===== src/rtl/core/bfa_pkg.sv =====
// Shared constants and types for the bitmap first-fit allocator.
package bfa_pkg;

  // Default bitmap length in slots
  localparam int unsigned SLOT_COUNT_DEF = 64;

  // Largest address or size in KB that a mark may name
  localparam logic [7:0] LIMIT_KB = 8'd128;

  // Request kinds
  localparam logic [1:0] KIND_FIND  = 2'd0;
  localparam logic [1:0] KIND_MARK  = 2'd1;
  localparam logic [1:0] KIND_CLEAR = 2'd2;

  // Result status codes
  localparam logic [1:0] ST_OK        = 2'd0;
  localparam logic [1:0] ST_NOT_FOUND = 2'd1;
  localparam logic [1:0] ST_BOUNDS    = 2'd2;

  // Control broadcast to every bitmap cell
  typedef struct packed {
    logic shift;
    logic clear;
  } cell_ctrl_t;

endpackage


===== src/rtl/core/bfa_if.sv =====
// Request and response channel interfaces of the allocator.
interface bfa_req_if;
  logic       valid;
  logic       ready;
  logic [1:0] kind;
  logic [7:0] start_kb;
  logic [7:0] size_kb;

  modport source (output valid, output kind, output start_kb, output size_kb, input ready);
  modport sink   (input valid, input kind, input start_kb, input size_kb, output ready);
endinterface

interface bfa_rsp_if;
  logic       valid;
  logic       ready;
  logic [1:0] status;
  logic [6:0] found_kb;

  modport source (output valid, output status, output found_kb, input ready);
  modport sink   (input valid, input status, input found_kb, output ready);
endinterface


===== src/rtl/core/bfa_cell.sv =====
// One bitmap cell: holds the occupancy bit of one slot position in the ring.
module bfa_cell (
  input  logic                clk_i,
  input  logic                rst_ni,
  input  bfa_pkg::cell_ctrl_t ctrl_i,
  input  logic                next_i,
  output logic                bit_o
);
  import bfa_pkg::*;

  logic bit_q;
  logic bit_d;

  // Clear wins; otherwise take the neighbor's bit while the ring rotates
  always_comb begin
    bit_d = bit_q;
    if (ctrl_i.clear) begin
      bit_d = 1'b0;
    end else if (ctrl_i.shift) begin
      bit_d = next_i;
    end
  end

  always_ff @(posedge clk_i or negedge rst_ni) begin
    if (!rst_ni) begin
      bit_q <= 1'b0;
    end else begin
      bit_q <= bit_d;
    end
  end

  assign bit_o = bit_q;

endmodule


===== src/rtl/core/bitmap_first_fit_allocator.sv =====
// Top level of the bitmap first-fit allocator: cell ring and scan controller.
//
// Usage: requests arrive on req_i (valid/ready), one word per request carrying
// kind, start_kb and size_kb; each request yields exactly one response word on
// rsp_o with status and found_kb.
// The bitmap lives in a ring of SLOT_COUNT one-bit cells. A find or an
// in-bounds mark rotates the ring once around, one slot per cycle, so the
// controller sees every slot in order at the head cell and writes the marked
// bit back into the tail cell.
// A find and an in-bounds mark pass through S_SCAN and then S_WAIT before the
// result enters the output register; a clear, an out-of-bounds mark and the
// unused kind go straight to S_WAIT. One request at a time: req_i.ready is
// high only when the block is idle, so no new request is taken before the
// last one's result has left the controller for the output register.
// A finished response sits in an output register; a new request is accepted
// while it waits. If the receiver stalls, the next result holds in the
// controller until the output register frees, and no request is taken then.
// Reset: the bitmap clears to all free, no response is pending, block is idle.
module bitmap_first_fit_allocator #(
  parameter int unsigned SLOT_COUNT = bfa_pkg::SLOT_COUNT_DEF
) (
  input  logic       clk_i,
  input  logic       rst_ni,
  bfa_req_if.sink    req_i,
  bfa_rsp_if.source  rsp_o
);
  import bfa_pkg::*;

  localparam int unsigned IDX_W = $clog2(SLOT_COUNT);
  localparam int unsigned CW    = (IDX_W > 7) ? IDX_W + 1 : 9;

  typedef enum logic [1:0] {
    S_IDLE,
    S_SCAN,
    S_WAIT
  } state_e;

  state_e           state_q, state_d;
  logic             mark_q, mark_d;
  logic [6:0]       first_q, first_d;
  logic [6:0]       len_q, len_d;
  logic [IDX_W-1:0] idx_q, idx_d;
  logic [6:0]       run_q, run_d;
  logic             hit_q, hit_d;
  logic [IDX_W-1:0] start_q, start_d;
  logic [1:0]       res_status_q, res_status_d;
  logic [6:0]       res_found_q, res_found_d;
  logic             out_valid_q, out_valid_d;
  logic [1:0]       out_status_q, out_status_d;
  logic [6:0]       out_found_q, out_found_d;

  cell_ctrl_t       ctrl;
  logic [SLOT_COUNT-1:0] cell_bits;
  logic             head;
  logic             feedback;
  logic             in_range;
  logic             run_done;
  logic [7:0]       mark_end;
  logic [6:0]       size_slots;

  // Ring of cells: each takes from its upper neighbor, the tail from feedback
  for (genvar g = 0; g < SLOT_COUNT; g++) begin : g_cell
    logic next_bit;
    if (g == SLOT_COUNT - 1) begin : g_tail
      assign next_bit = feedback;
    end else begin : g_body
      assign next_bit = cell_bits[g+1];
    end
    bfa_cell u_cell (
      .clk_i  (clk_i),
      .rst_ni (rst_ni),
      .ctrl_i (ctrl),
      .next_i (next_bit),
      .bit_o  (cell_bits[g])
    );
  end

  // Slot under the head cell and what goes back into the tail
  assign head     = cell_bits[0];
  assign in_range = (CW'(idx_q) >= CW'(first_q)) &&
                    (CW'(idx_q) < (CW'(first_q) + CW'(len_q)));
  assign feedback = head | (mark_q & in_range);
  assign run_done = (8'(run_q) + 8'd1) >= 8'(len_q);

  assign size_slots = req_i.size_kb[7:1];
  assign mark_end   = 8'(req_i.start_kb[7:1]) + 8'(size_slots);

  assign req_i.ready    = (state_q == S_IDLE);
  assign rsp_o.valid    = out_valid_q;
  assign rsp_o.status   = out_status_q;
  assign rsp_o.found_kb = out_found_q;

  // Controller next state
  always_comb begin
    state_d      = state_q;
    mark_d       = mark_q;
    first_d      = first_q;
    len_d        = len_q;
    idx_d        = idx_q;
    run_d        = run_q;
    hit_d        = hit_q;
    start_d      = start_q;
    res_status_d = res_status_q;
    res_found_d  = res_found_q;
    out_valid_d  = out_valid_q && !rsp_o.ready;
    out_status_d = out_status_q;
    out_found_d  = out_found_q;
    ctrl.shift   = 1'b0;
    ctrl.clear   = 1'b0;

    case (state_q)
      S_IDLE: begin
        if (req_i.valid) begin
          idx_d        = '0;
          run_d        = '0;
          hit_d        = 1'b0;
          res_status_d = ST_OK;
          res_found_d  = '0;
          case (req_i.kind)
            KIND_FIND: begin
              // A zero-slot find still needs one free slot
              mark_d  = 1'b0;
              len_d   = (size_slots == 7'd0) ? 7'd1 : size_slots;
              first_d = '0;
              state_d = S_SCAN;
            end
            KIND_MARK: begin
              if (req_i.start_kb > LIMIT_KB || req_i.size_kb > LIMIT_KB ||
                  32'(mark_end) > SLOT_COUNT) begin
                res_status_d = ST_BOUNDS;
                state_d      = S_WAIT;
              end else begin
                mark_d  = 1'b1;
                first_d = req_i.start_kb[7:1];
                len_d   = size_slots;
                state_d = S_SCAN;
              end
            end
            KIND_CLEAR: begin
              ctrl.clear = 1'b1;
              state_d    = S_WAIT;
            end
            default: begin
              state_d = S_WAIT;
            end
          endcase
        end
      end
      S_SCAN: begin
        // Rotate one slot; track the free run ending at the head slot
        ctrl.shift = 1'b1;
        idx_d      = idx_q + IDX_W'(1);
        if (head) begin
          run_d = '0;
        end else if (run_q != len_q) begin
          run_d = run_q + 7'd1;
        end
        if (!mark_q && !hit_q && !head && run_done) begin
          hit_d   = 1'b1;
          start_d = IDX_W'(CW'(idx_q) - CW'(len_q) + CW'(1));
        end
        if (idx_q == IDX_W'(SLOT_COUNT - 1)) begin
          state_d = S_WAIT;
          if (mark_q) begin
            res_status_d = ST_OK;
            res_found_d  = '0;
          end else if (hit_d) begin
            res_status_d = ST_OK;
            res_found_d  = 7'({start_d, 1'b0});
          end else begin
            res_status_d = ST_NOT_FOUND;
            res_found_d  = '0;
          end
        end
      end
      S_WAIT: begin
        // Hand the result over once the output register is free
        if (!out_valid_q || rsp_o.ready) begin
          out_valid_d  = 1'b1;
          out_status_d = res_status_q;
          out_found_d  = res_found_q;
          state_d      = S_IDLE;
        end
      end
      default: begin
        state_d = S_IDLE;
      end
    endcase
  end

  // State and registered outputs
  always_ff @(posedge clk_i or negedge rst_ni) begin
    if (!rst_ni) begin
      state_q      <= S_IDLE;
      mark_q       <= 1'b0;
      idx_q        <= '0;
      run_q        <= '0;
      hit_q        <= 1'b0;
      out_valid_q  <= 1'b0;
    end else begin
      state_q      <= state_d;
      mark_q       <= mark_d;
      idx_q        <= idx_d;
      run_q        <= run_d;
      hit_q        <= hit_d;
      out_valid_q  <= out_valid_d;
    end
  end

  // Payload registers
  always_ff @(posedge clk_i) begin
    first_q      <= first_d;
    len_q        <= len_d;
    start_q      <= start_d;
    res_status_q <= res_status_d;
    res_found_q  <= res_found_d;
    out_status_q <= out_status_d;
    out_found_q  <= out_found_d;
  end

endmodule


===== src/flat_wrapper.sv =====
// flat-port wrapper written by rule: the top's interface ports become plain ports
module bitmap_first_fit_allocator_flat import bfa_pkg::*;
#(
  parameter int unsigned SLOT_COUNT = bfa_pkg::SLOT_COUNT_DEF
)
  (clk_i, rst_ni, req_i_valid, req_i_kind, req_i_start_kb, req_i_size_kb, req_i_ready, rsp_o_valid, rsp_o_status, rsp_o_found_kb, rsp_o_ready);
  bfa_req_if req_i_i ();
  bfa_rsp_if rsp_o_i ();
  input  logic clk_i;
  input  logic rst_ni;
  input wire logic [$bits(req_i_i.valid)-1:0] req_i_valid;
  input wire logic [$bits(req_i_i.kind)-1:0] req_i_kind;
  input wire logic [$bits(req_i_i.start_kb)-1:0] req_i_start_kb;
  input wire logic [$bits(req_i_i.size_kb)-1:0] req_i_size_kb;
  output wire logic [$bits(req_i_i.ready)-1:0] req_i_ready;
  output wire logic [$bits(rsp_o_i.valid)-1:0] rsp_o_valid;
  output wire logic [$bits(rsp_o_i.status)-1:0] rsp_o_status;
  output wire logic [$bits(rsp_o_i.found_kb)-1:0] rsp_o_found_kb;
  input wire logic [$bits(rsp_o_i.ready)-1:0] rsp_o_ready;
  assign req_i_i.valid = req_i_valid;
  assign req_i_i.kind = req_i_kind;
  assign req_i_i.start_kb = req_i_start_kb;
  assign req_i_i.size_kb = req_i_size_kb;
  assign req_i_ready = req_i_i.ready;
  assign rsp_o_valid = rsp_o_i.valid;
  assign rsp_o_status = rsp_o_i.status;
  assign rsp_o_found_kb = rsp_o_i.found_kb;
  assign rsp_o_i.ready = rsp_o_ready;
  bitmap_first_fit_allocator #(.SLOT_COUNT(SLOT_COUNT)) u_core (.clk_i(clk_i), .rst_ni(rst_ni), .req_i(req_i_i), .rsp_o(rsp_o_i));
endmodule

===== config.mk =====
export PLATFORM = sky130hd
export DESIGN_NAME = bitmap_first_fit_allocator_flat
export DESIGN_NICKNAME = d
export VERILOG_FILES = /design/src/rtl/core/bfa_pkg.sv /design/src/rtl/core/bfa_if.sv /design/src/rtl/core/bfa_cell.sv /design/src/rtl/core/bitmap_first_fit_allocator.sv /design/src/flat_wrapper.sv
export SDC_FILE = /design/constraint.sdc
export NUM_CORES = 1
export LEC_CHECK = 0
export ABC_AREA = 1
export BUFFER_PORTS_ARGS = -buffer_cell sky130_fd_sc_hd__clkbuf_2
export CORE_ASPECT_RATIO = 1.5
export CORE_MARGIN = 1.5
export CORE_UTILIZATION = 45
export DETAILED_ROUTE_END_ITERATION = 12
export PLACE_DENSITY_LB_ADDON = 0.12
export REMOVE_ABC_BUFFERS = 1
export SLEW_MARGIN = 20
export SYNTH_ARGS = -nofsm -noshare
export SYNTH_HDL_FRONTEND = slang
export SYNTH_HIERARCHICAL = 1
export SYNTH_SLANG_ARGS = --single-unit
export TNS_END_PERCENT = 20

===== constraint.sdc =====
create_clock -name clk_i -period 13.1 [get_ports clk_i]
set_input_delay 0.655 -clock clk_i [delete_from_list [all_inputs] [get_ports clk_i]]
set_output_delay 0.655 -clock clk_i [all_outputs]
set_load 0.01 [all_outputs]

==> results of run 1 <==
==> through the flow <==
stage / setup WS (ns) / total power [W] / std cells / area [µm²]
floorplan: 5.602 / 0.0006466 / 816 / 6601
global placement: 10.13 / 0.0006993 / 1045 / 7029
detailed placement: 10.05 / 0.0007103 / 1045 / 7029
CTS: 10.48 / 0.001154 / 1077 / 7594
global route: 10.19 / 0.001210 / 1077 / 7605
finish: 10.46 / 0.001139 / 1077 / 7605
==> cells by family (layout without fill, tap and decap cells) <==
| logic type | count (synthesis) | after routing | synth area share |
|---|---|---|---|
| AOI/OAI and AO/OA | 54 | 54 | 0.04559 |
| xor gates and xnor gates | 15 | 15 | 0.01978 |
| adders and majority gates | 46 | 46 | 0.09005 |
| buffers and inverters | 160 | 216 | 0.09137 |
| DFF | 118 | 118 | 0.4717 |
| other | 1 | 1 | 0.0005646 |
| and+or+nand+nor | 431 | 431 | 0.2809 |
==> worst max-delay path by stage <==
| stage | slack [ns] | endpoint | cells after the start | from |
|---|---|---|---|---|
| finish | 10.46 | u_core/first_q[6] | 15 | req_i_size_kb[1] |
| global route | 10.19 | u_core/first_q[6] | 15 | req_i_size_kb[1] |
| CTS | 10.48 | u_core/first_q[6] | 15 | req_i_size_kb[1] |
| detailed placement | 10.05 | u_core/first_q[1] | 15 | req_i_size_kb[1] |
| global placement | 10.13 | u_core/first_q[0] | 14 | req_i_size_kb[1] |
| floorplan | 5.60 | u_core/g_cell[0].u_cell/bit_o | 6 | u_core/state_q[1] |
==> worst max-delay path, delay by kind of cell <==
family / cells / cell delay [ns]
AO/OA/AOI/OAI: 1 / 0.16
buffers and inverters: 4 / 0.69
adder cells (fa/ha/maj): 2 / 0.56
AND/OR/NAND/NOR: 8 / 0.61
==> cell type report <==
cell class,instances,area share
tap,196,0.03225
clock inverter,10,0.009049
sequential,118,0.4120
inverter,151,0.07453
clock buffer,22,0.06515
timing repair buffer,33,0.02419
multi-input combinational,547,0.3829
==> cell usage in the layout (no fill, tap or decap), types with 20 or more instances in the layout <==
master                     count
sky130_fd_sc_hd__nor2_1       95
sky130_fd_sc_hd__ha_1         43
sky130_fd_sc_hd__clkbuf_2     30
sky130_fd_sc_hd__dfrtp_1      82
sky130_fd_sc_hd__nand3_1      89
sky130_fd_sc_hd__o21ai_0      20
sky130_fd_sc_hd__a21oi_1      20
sky130_fd_sc_hd__inv_1       149
sky130_fd_sc_hd__nand2_1     213
sky130_fd_sc_hd__edfxtp_1     36
==> layer usage <==
| metal | vias up | track usage |
|---|---|---|
| met5 | - | 0 |
| met4 | 0 | 0.1021 |
| met3 | 33 | 0.03394 |
| met2 | 103 | 0.3189 |
| met1 | 2433 | 0.2163 |
| li1 | 2698 | - |
==> power breakdown <==
part           switching (W)  internal [W]
Combinational       0.000149      0.000105
Sequential         0.0000337      0.000416
Clock               0.000167      0.000268
Total               0.000349      0.000790
==> state kept, by name, indices dropped and copies added, names as in the netlist <==
name                        flops
u_core/first_q                  7
u_core/len_q                    7
u_core/state_q                  2
u_core/run_q                    7
u_core/hit_q                    1
u_core/res_status_q             2
u_core/mark_q                   1
u_core/idx_q                    6
u_core/rsp_o.found_kb           6
u_core/res_found_q              6
u_core/rsp_o.valid              1
u_core/g_cell.u_cell/bit_o     64
u_core/rsp_o.status             2
u_core/start_q                  6
==> results_dict.tcl, run 1 <==
set metrics [dict create \
    run_status "complete, no violations" \
    aggregate_global_routing_overflow 0 \
    fp.coreArea_um2 14460 \
    postSynth.asyncResetShare 0.6949 \
    wirelength_mm 13.40 \
    routed-wl-met2_mm 6.726 \
    setup.worst_path.start_class "input pin" \
    routed-via-count 5267 \
    n_fill_cell 1402 \
    areaGrowthSynthToFinish_pct 14.51 \
    initial_utilization 0.4593 \
    finalSetupViolCount 0 \
    top_level_ports 33 \
    layout.nets 936 \
    final_max_slew_viol_count 0 \
    critical_path.max_fanout 14 \
    power_per_cell_area_nw_per_um2 149.8 \
    netlist_area_um2 6641 \
    ctsHoldBuffers 0 \
    yosys_warnings 6 \
    tightest_slew_ns 0.8522 \
    ctsLongestPathBuffers 2 \
    worst_ep_required_time_ns 13.14 \
    endpoints_failing_hold 0 \
    number_of_iterations_in_the_first_detailed_routing_pass 5 \
    post-route-drc-count 0 \
    ys_seq_area_frac 0.4717 \
    synth_enable_flop_cells 36 \
    yosys-top-cells-count "sky130_fd_sc_hd__nand2_1 (213), sky130_fd_sc_hd__inv_1 (149), sky130_fd_sc_hd__nor2_1 (95)" \
    highest-signal-layer "met4" \
    yosys.area.top_type "sky130_fd_sc_hd__dfrtp_1" \
    maxClockFrequency_mhz 379.0 \
    post-cts-setup-buffer-count 0 \
    route.detailed.wl_per_inst_um 12.44 \
    worst_r2r_endpoint "u_core/g_cell[63].u_cell/bit_o" \
    cts.sink_count 118 \
    post_cts_resized 0 \
    final.period_utilization 0.2014 \
    top_flip_flop_cell_by_instance_count_after_synthesis "sky130_fd_sc_hd__dfrtp_1" \
    synth_cells 825 \
    wire_length_of_the_first_global_routing_pass_mm 22.60 \
    dp_hpwl_mm 9.414 \
    final_core_utilization 0.5260 \
    cp_data_arrival_time_ns 2.68 \
    grt_start_max_net_pins 128 \
    die_width_um 102.2 \
    grt_pass1_vias 5048 \
    cts-buffers-inserted 17 \
    finalWeightedCongestion 0.9024 \
    worstHoldPathType "input pin to asynchronous set/reset pin" \
    regArea_um2 3133 \
    die-height_um 151.8 \
    peakVddDrop_mv 0.06812 \
    cell_at_the_root_of_the_clock_tree "sky130_fd_sc_hd__clkbuf_16" \
    critical_path.endpoint_type "register" \
    yosys.cell_count.top_type "sky130_fd_sc_hd__nand2_1" \
    synth_top_cells_by_area "sky130_fd_sc_hd__dfrtp_1 (31%), sky130_fd_sc_hd__edfxtp_1 (16%), sky130_fd_sc_hd__nand2_1 (12%)" \
    crit_path_frequent_cell "sky130_fd_sc_hd__nand2_1" \
    met3RoutedLength_um 455 \
    drive_above_1_share 0.09648 \
    crit_path_top_delay_cell "sky130_fd_sc_hd__inv_1" \
    fin_setup_tns_ns 0 \
    std_cell_rows 54 \
    grt_antenna_before_repair 0 \
    worst-setup-path-type "input pin to register" \
    viasPerCell 4.890 \
    hold_slack_ns 0.2741 \
    synth.ff_latch_count 118 \
    clk_transition_reported_paths_ns 0.06 \
    r2r.worst_path.cells 15 \
    drt-met1-wl_mm 5.737 \
    reg2reg_setup_slack_ns 10.58 \
    die_footprint_um2 15510 \
    aggregate_global_route_resource_usage 0.1857 \
    slew-limit-headroom 0.4319 \
    finClkSkew_ns 0.01003 \
    drt.antenna.violating_nets 0 \
    grt_setup_unrepaired "false" \
    multi_input_comb_area_um2 2912 \
    crit-reg2reg-launch "u_core/len_q[0]" \
    antenna_cells_inserted 0 \
    cts_max_level 4 \
    worstSkewPairLatency_ns 0.41 \
    clock_tree_from_tritoncts "done" \
    total_leakage_power_nw 3.980 \
    first_iter_violations 244 \
    period_minus_slack_ns 2.639 \
    cp_slowest_stage_delay_ns 0.42 \
    port_buffers 31 \
    synth.avg_cell_area_um2 8.050 \
    yosysTopAreaCellShare 0.3090 \
    yosys_cell_types 41 \
    crit_path_cell_trace "clkbuf_2, ha_1, inv_1, fa_1, inv_1, nand2_1, a21oi_1, nand3_1, nor2_1, nand2_1, nand2_1, nand2_1, nand2_1, nand3_1, inv_1" \
    maxCapViolations 0 \
]
No activity file was read; power rests on OpenSTA's default activity.
==> run 2: changes to the inputs <==
Clock period 13.1 ns to 2.44 ns, I/O delays scaled along.
==> results_dict.tcl, run 2 (same netlist as run 1, synthesis figures left out) <==
set metrics [dict create \
    tightest_slew_ns 0.8473 \
    setup.worst_path.start_class "input pin" \
    final_common_cell "sky130_fd_sc_hd__nand2_1" \
    final_max_slew_viol_count 0 \
    layout.nets 961 \
    wirelength_mm 14.51 \
    cp_data_arrival_time_ns 2.47 \
    reported_net_switching_power_w 0.001998 \
    power.share.clock 0.377 \
    finalWeightedCongestion 0.8438 \
    grt_setup_unrepaired "true" \
    routed-via-count 5322 \
    drt.antenna.violating_nets 0 \
    cts-buffers-inserted 17 \
    ctsLongestPathBuffers 2 \
    maxClockFrequency_mhz 425.7 \
    internal_power_w 0.004481 \
    timing.hold.worst_path_depth 3 \
    aggregate_global_routing_overflow 0 \
    die_footprint_um2 15510 \
    largest_reg_flops 64 \
    placed_cell_area_um2 7162 \
    std_cell_rows 54 \
    critical_path.endpoint_type "register" \
    die_width_um 102.2 \
    endpoints_failing_hold 0 \
    peakVddDrop_mv 0.3807 \
    fin_setup_tns_ns 0 \
    clock_tree_from_tritoncts "done" \
    worstSkewPairLatency_ns 0.41 \
    drive_above_1_share 0.1402 \
    wire_length_of_the_first_global_routing_pass_mm 23.78 \
    critical_path.max_fanout 14 \
    dp_hpwl_mm 10.26 \
    top_level_ports 33 \
    r2r.worst_path.cells 14 \
    port_buffers 31 \
    hold_slack_ns 0.04539 \
    comb_power_share 0.251 \
    p_sw_frac 0.3083 \
    cts_max_level 4 \
    maxCapViolations 0 \
    die-height_um 151.8 \
    run_status "complete, no violations" \
    finalSetupViolCount 0 \
    final_core_utilization 0.5511 \
    cell_total_after_placement 1056 \
    share_seq_of_total_power 0.372 \
    fp.coreArea_um2 14460 \
    worst-setup-path-type "input pin to register" \
    post-route-drc-count 0 \
    final_cell_count_no_fill 1102 \
    grt_pass1_vias 5141 \
    power_per_cell_area_nw_per_um2 813.2 \
    post-route-cell-area_um2 7968 \
    route.detailed.wl_per_inst_um 13.17 \
    worst_ep_required_time_ns 2.56 \
    aggregate_global_route_resource_usage 0.1993 \
    total_leakage_power_nw 4.102 \
    grt_antenna_before_repair 0 \
    cell_at_the_root_of_the_clock_tree "sky130_fd_sc_hd__clkbuf_16" \
    areaGrowthSynthToFinish_pct 19.97 \
    finClkSkew_ns 0.01533 \
    final.period_utilization 0.9627 \
    number_of_iterations_in_the_first_detailed_routing_pass 4 \
    initial_utilization 0.4593 \
    antenna_cells_inserted 0 \
    first_iter_violations 256 \
    period_minus_slack_ns 2.349 \
    grt_start_max_net_pins 129 \
    clk_transition_reported_paths_ns 0.06 \
    cts.sink_count 118 \
    slew-limit-headroom 0.4351 \
    layout_common_cells "sky130_fd_sc_hd__nand2_1 (208), sky130_fd_sc_hd__inv_1 (148), sky130_fd_sc_hd__nor2_1 (94), sky130_fd_sc_hd__nand3_1 (87), sky130_fd_sc_hd__dfrtp_1 (78)" \
    worstHoldPathType "input pin to register" \
    viasPerCell 4.829 \
]
==> run 2: changes by cell type in the layout (fill, tap and decap cells not counted), moves of 5 or more <==
| cell | delta |
|---|---|
| sky130_fd_sc_hd__nand2_2 | +5 |
| sky130_fd_sc_hd__buf_4 | +15 |
| sky130_fd_sc_hd__ha_1 | -7 |
| sky130_fd_sc_hd__dlygate4sd3_1 | +8 |
| sky130_fd_sc_hd__nand2_1 | -5 |
==> run 2: power groups by stage <==
stage | clock (W) | combinational (W) | sequential (W)
2_1_floorplan | 0 | 0.00108 | 0.00240
3_3_place_gp | 0 | 0.00145 | 0.00243
3_5_place_dp | 0 | 0.00151 | 0.00243
4_1_cts | 0.00251 | 0.00153 | 0.00240
5_1_grt | 0.00260 | 0.00188 | 0.00243
6_report | 0.00244 | 0.00163 | 0.00241
==> run 2: timing repair <==
action | in CTS | in global routing
hold buffers | 8 | 0
resized for setup | 0 | 32
endpoints found under the hold margin | 51 | 0
setup buffers | 0 | 6
endpoints found under the setup margin | 0 | 36
==> run 2: area by class of cell <==
| class | count | area, µm² |
|---|---|---|
| inverter | 151 | 566.8 |
| clock buffer | 21 | 450.4 |
| multi-input combinational | 547 | 3008 |
| tap | 196 | 245.2 |
| sequential | 118 | 3138 |
| timing repair buffer | 58 | 434.2 |
| fill | 1387 | 6491 |
| clock inverter | 11 | 125.1 |
==> run 2: per-stage QoR <==
| stage | setup WS (ns) | total power, W |
|---|---|---|
| floorplan | -5.058 | 0.003472 |
| global placement | -0.04159 | 0.003882 |
| detailed placement | -0.04047 | 0.003943 |
| CTS | 0.01109 | 0.006442 |
| global route | -0.06225 | 0.006908 |
| finish | 0.09097 | 0.006479 |
==> run 2: worst paths after layout <==
check	from	endpoint	slack (ns)
worst max register to register	u_core/run_q[1]	u_core/res_found_q[2]	0.14
worst max-delay path	req_i_size_kb[2]	u_core/first_q[6]	0.09
max in group asynchronous	rst_ni	u_core/run_q[0]	1.52
worst min register to register	u_core/res_found_q[6]	u_core/rsp_o.found_kb[6]	0.42
worst min-delay path	req_i_start_kb[5]	u_core/first_q[4]	0.05
min in group asynchronous	rst_ni	u_core/g_cell[42].u_cell/bit_o	0.28
==> run 2: routing by layer <==
| layer | part of all wire | global-route usage | vias up |
|---|---|---|---|
| li1 | - | - | 2747 |
| met1 | 0.42 | 0.2259 | 2470 |
| met2 | 0.53 | 0.3586 | 79 |
| met3 | 0.023 | 0.03991 | 26 |
| met4 | 0.029 | 0.08493 | 0 |
| met5 | 0 | 0 | - |
==> run 2: worst max-delay path, cell delays in order <==
cell and delay (ns):
sky130_fd_sc_hd__dlygate4sd3_1 0.53, sky130_fd_sc_hd__clkbuf_2 0.15, sky130_fd_sc_hd__inv_1 0.06, sky130_fd_sc_hd__fa_1 0.41, sky130_fd_sc_hd__inv_1 0.10, sky130_fd_sc_hd__nand2_1 0.07
sky130_fd_sc_hd__a21oi_1 0.13, sky130_fd_sc_hd__nand3_1 0.11, sky130_fd_sc_hd__nor2_1 0.12, sky130_fd_sc_hd__nand2_1 0.08, sky130_fd_sc_hd__nand2_1 0.07, sky130_fd_sc_hd__nand2_2 0.09
sky130_fd_sc_hd__nand2_2 0.09, sky130_fd_sc_hd__nand3_2 0.09, sky130_fd_sc_hd__inv_2 0.10, sky130_fd_sc_hd__buf_12 0.14
==> run 3: changes to the inputs <==
Settings changed: CELL_PAD_IN_SITES_DETAIL_PLACEMENT set to 2, CELL_PAD_IN_SITES_GLOBAL_PLACEMENT set to 2, CORE_UTILIZATION 45 to 37.
==> results_dict.tcl, run 3 (same netlist as run 1, synthesis figures left out) <==
set metrics [dict create \
    layout.nets 970 \
    finalWeightedCongestion 0.8364 \
    antenna_cells_inserted 0 \
    final_core_utilization 0.4697 \
    final.period_utilization 1.036 \
    routed-via-count 5713 \
    startpoint "u_core/len_q[2]" \
    wire_length_of_the_first_global_routing_pass_mm 33.34 \
    crit-reg2reg-launch "u_core/len_q[2]" \
    setup_slack_ns -0.08712 \
    cell_at_the_root_of_the_clock_tree "sky130_fd_sc_hd__clkbuf_16" \
    drive_above_1_share 0.1574 \
    multi_input_comb_area_um2 3092 \
    cts.sink_count 118 \
    worst_r2r_endpoint "u_core/g_cell[63].u_cell/bit_o" \
    violations "DRC, setup timing" \
    critical_path.endpoint_type "register" \
    crit_path_top_delay_cell "sky130_fd_sc_hd__edfxtp_1" \
    worst_ep_required_time_ns 2.79 \
    crit_path_frequent_cell "sky130_fd_sc_hd__nor2_1" \
    std_cell_rows 59 \
    maxCapViolations 0 \
    r2r.worst_path.cells 15 \
    cts_max_level 4 \
    total_leakage_power_nw 4.204 \
    route.detailed.wl_per_inst_um 18.48 \
    slew-limit-headroom 0.5857 \
    crit_path_cell_trace "ha_4, a21oi_4, nand2_2, a21oi_2, nor2_1, nor2_1, xor2_1, ha_1, inv_1, nor2_1, o21ai_1, nand3_1, nand2_1, nand3_1, nand2_1" \
    top_level_ports 33 \
    period_minus_slack_ns 2.527 \
    dp_hpwl_mm 13.97 \
    final_max_slew_viol_count 0 \
    number_of_iterations_in_the_first_detailed_routing_pass 8 \
    reg2reg_setup_slack_ns -0.09 \
    timing.hold.worst.start "req_i_kind[0]" \
    port_buffers 31 \
    endpoints_failing_hold 0 \
    worst_setup_path_endpoint "u_core/g_cell[63].u_cell/bit_o" \
    grt_antenna_before_repair 0 \
    tightest_slew_ns 0.6192 \
    worstHoldPathType "input pin to register" \
    clk_transition_reported_paths_ns 0.06 \
    wirelength_mm 20.85 \
    die-height_um 167.1 \
    grt_setup_unrepaired "true" \
    final_common_cell "sky130_fd_sc_hd__nand2_1" \
    viasPerCell 5.065 \
    setup.worst_path.start_class "register" \
    hold_slack_ns 0.01983 \
    regArea_um2 3137 \
    ctsLongestPathBuffers 2 \
    die_footprint_um2 18780 \
    largest_reg_flops 64 \
    clock_tree_from_tritoncts "done" \
    aggregate_global_routing_overflow 0 \
    first_iter_violations 222 \
    maxClockFrequency_mhz 395.7 \
    initial_utilization 0.3796 \
    power_total_w 0.007108 \
    fp.coreArea_um2 17500 \
    drt.antenna.violating_nets 0 \
    die_width_um 112.4 \
    grt_start_max_net_pins 137 \
    grt_pass1_vias 6544 \
    aggregate_global_route_resource_usage 0.2286 \
    areaGrowthSynthToFinish_pct 23.74 \
    post-route-drc-count 1 \
    n_fill_cell 1959 \
    cp_data_arrival_time_ns 2.88 \
    worstSkewPairLatency_ns 0.42 \
    dp_worst_setup_slack_ns -0.1909 \
    cp_slowest_stage_delay_ns 0.47 \
    layout_common_cells "sky130_fd_sc_hd__nand2_1 (203), sky130_fd_sc_hd__inv_1 (145), sky130_fd_sc_hd__nor2_1 (95), sky130_fd_sc_hd__nand3_1 (88), sky130_fd_sc_hd__dfrtp_1 (79)" \
    finClkSkew_ns 0.008020 \
    worst-setup-path-type "register to register" \
    power_per_cell_area_nw_per_um2 865.0 \
    peakVddDrop_mv 0.5167 \
    run_status "complete, but fails checks" \
    finalSetupViolCount 1 \
    cts-buffers-inserted 17 \
    critical_path.max_fanout 4 \
]
==> run 3: critical path, delay by kind of cell, from the launching register on <==
family,cells,cell delay [ns]
simple gates,8,0.77
flops,1,0.47
fa+ha+maj,2,0.57
xor+xnor,1,0.19
buf+inv,1,0.07
compound gates,3,0.40
==> run 3: metrics by stage <==
step | area [µm²] | TNS (ns) | std cells
after floorplan | 6601 | -388.50 | 816
after global placement | 7261 | -0.8572 | 1080
after detailed placement | 7261 | -2.656 | 1080
after CTS | 7986 | -0.005805 | 1121
after global routing | 8218 | -1.169 | 1128
final | 8218 | -0.08712 | 1128
==> run 3: worst min path at each step <==
stage | depth (start not counted) | end
after global routing | 3 | u_core/mark_q
after floorplan | 0 | u_core/g_cell[0].u_cell/bit_o
after detailed placement | 1 | u_core/g_cell[33].u_cell/bit_o
final | 3 | u_core/mark_q
after global placement | 1 | u_core/g_cell[34].u_cell/bit_o
after CTS | 3 | u_core/mark_q
==> run 3: power by group <==
| group | internal (W) | switching [W] |
|---|---|---|
| sequential | 0.00224 | 0.000156 |
| clock | 0.00171 | 0.000944 |
| combinational | 0.000811 | 0.00125 |
==> run 3: area by class of cell <==
| cell class | count | share of cell area |
|---|---|---|
| flip-flops and latches | 118 | 0.3817 |
| multi-input cells | 547 | 0.3762 |
| inverters | 151 | 0.06897 |
| repair buffers | 67 | 0.06410 |
| clock buffers | 23 | 0.06334 |
| well taps | 213 | 0.03243 |
| clock inverters | 9 | 0.01325 |
==> run 3: per-layer routing <==
metal	vias to the layer above	GRT usage	share of wire
met1	2855	0.2293	0.37
met3	34	0.03930	0.018
li1	2757	-	-
met4	0	0.1029	0.035
met2	67	0.4503	0.58
met5	-	0	0
==> run 3: repair_timing <==
| action | CTS | global route |
|---|---|---|
| hold endpoints to repair | 45 | 0 |
| pin swaps | 0 | 17 |
| hold buffers | 8 | 0 |
| buffers inserted | 1 | 7 |
| gates cloned | 0 | 0 |
| endpoints found under the setup margin | 2 | 15 |
| gates resized for setup | 4 | 42 |
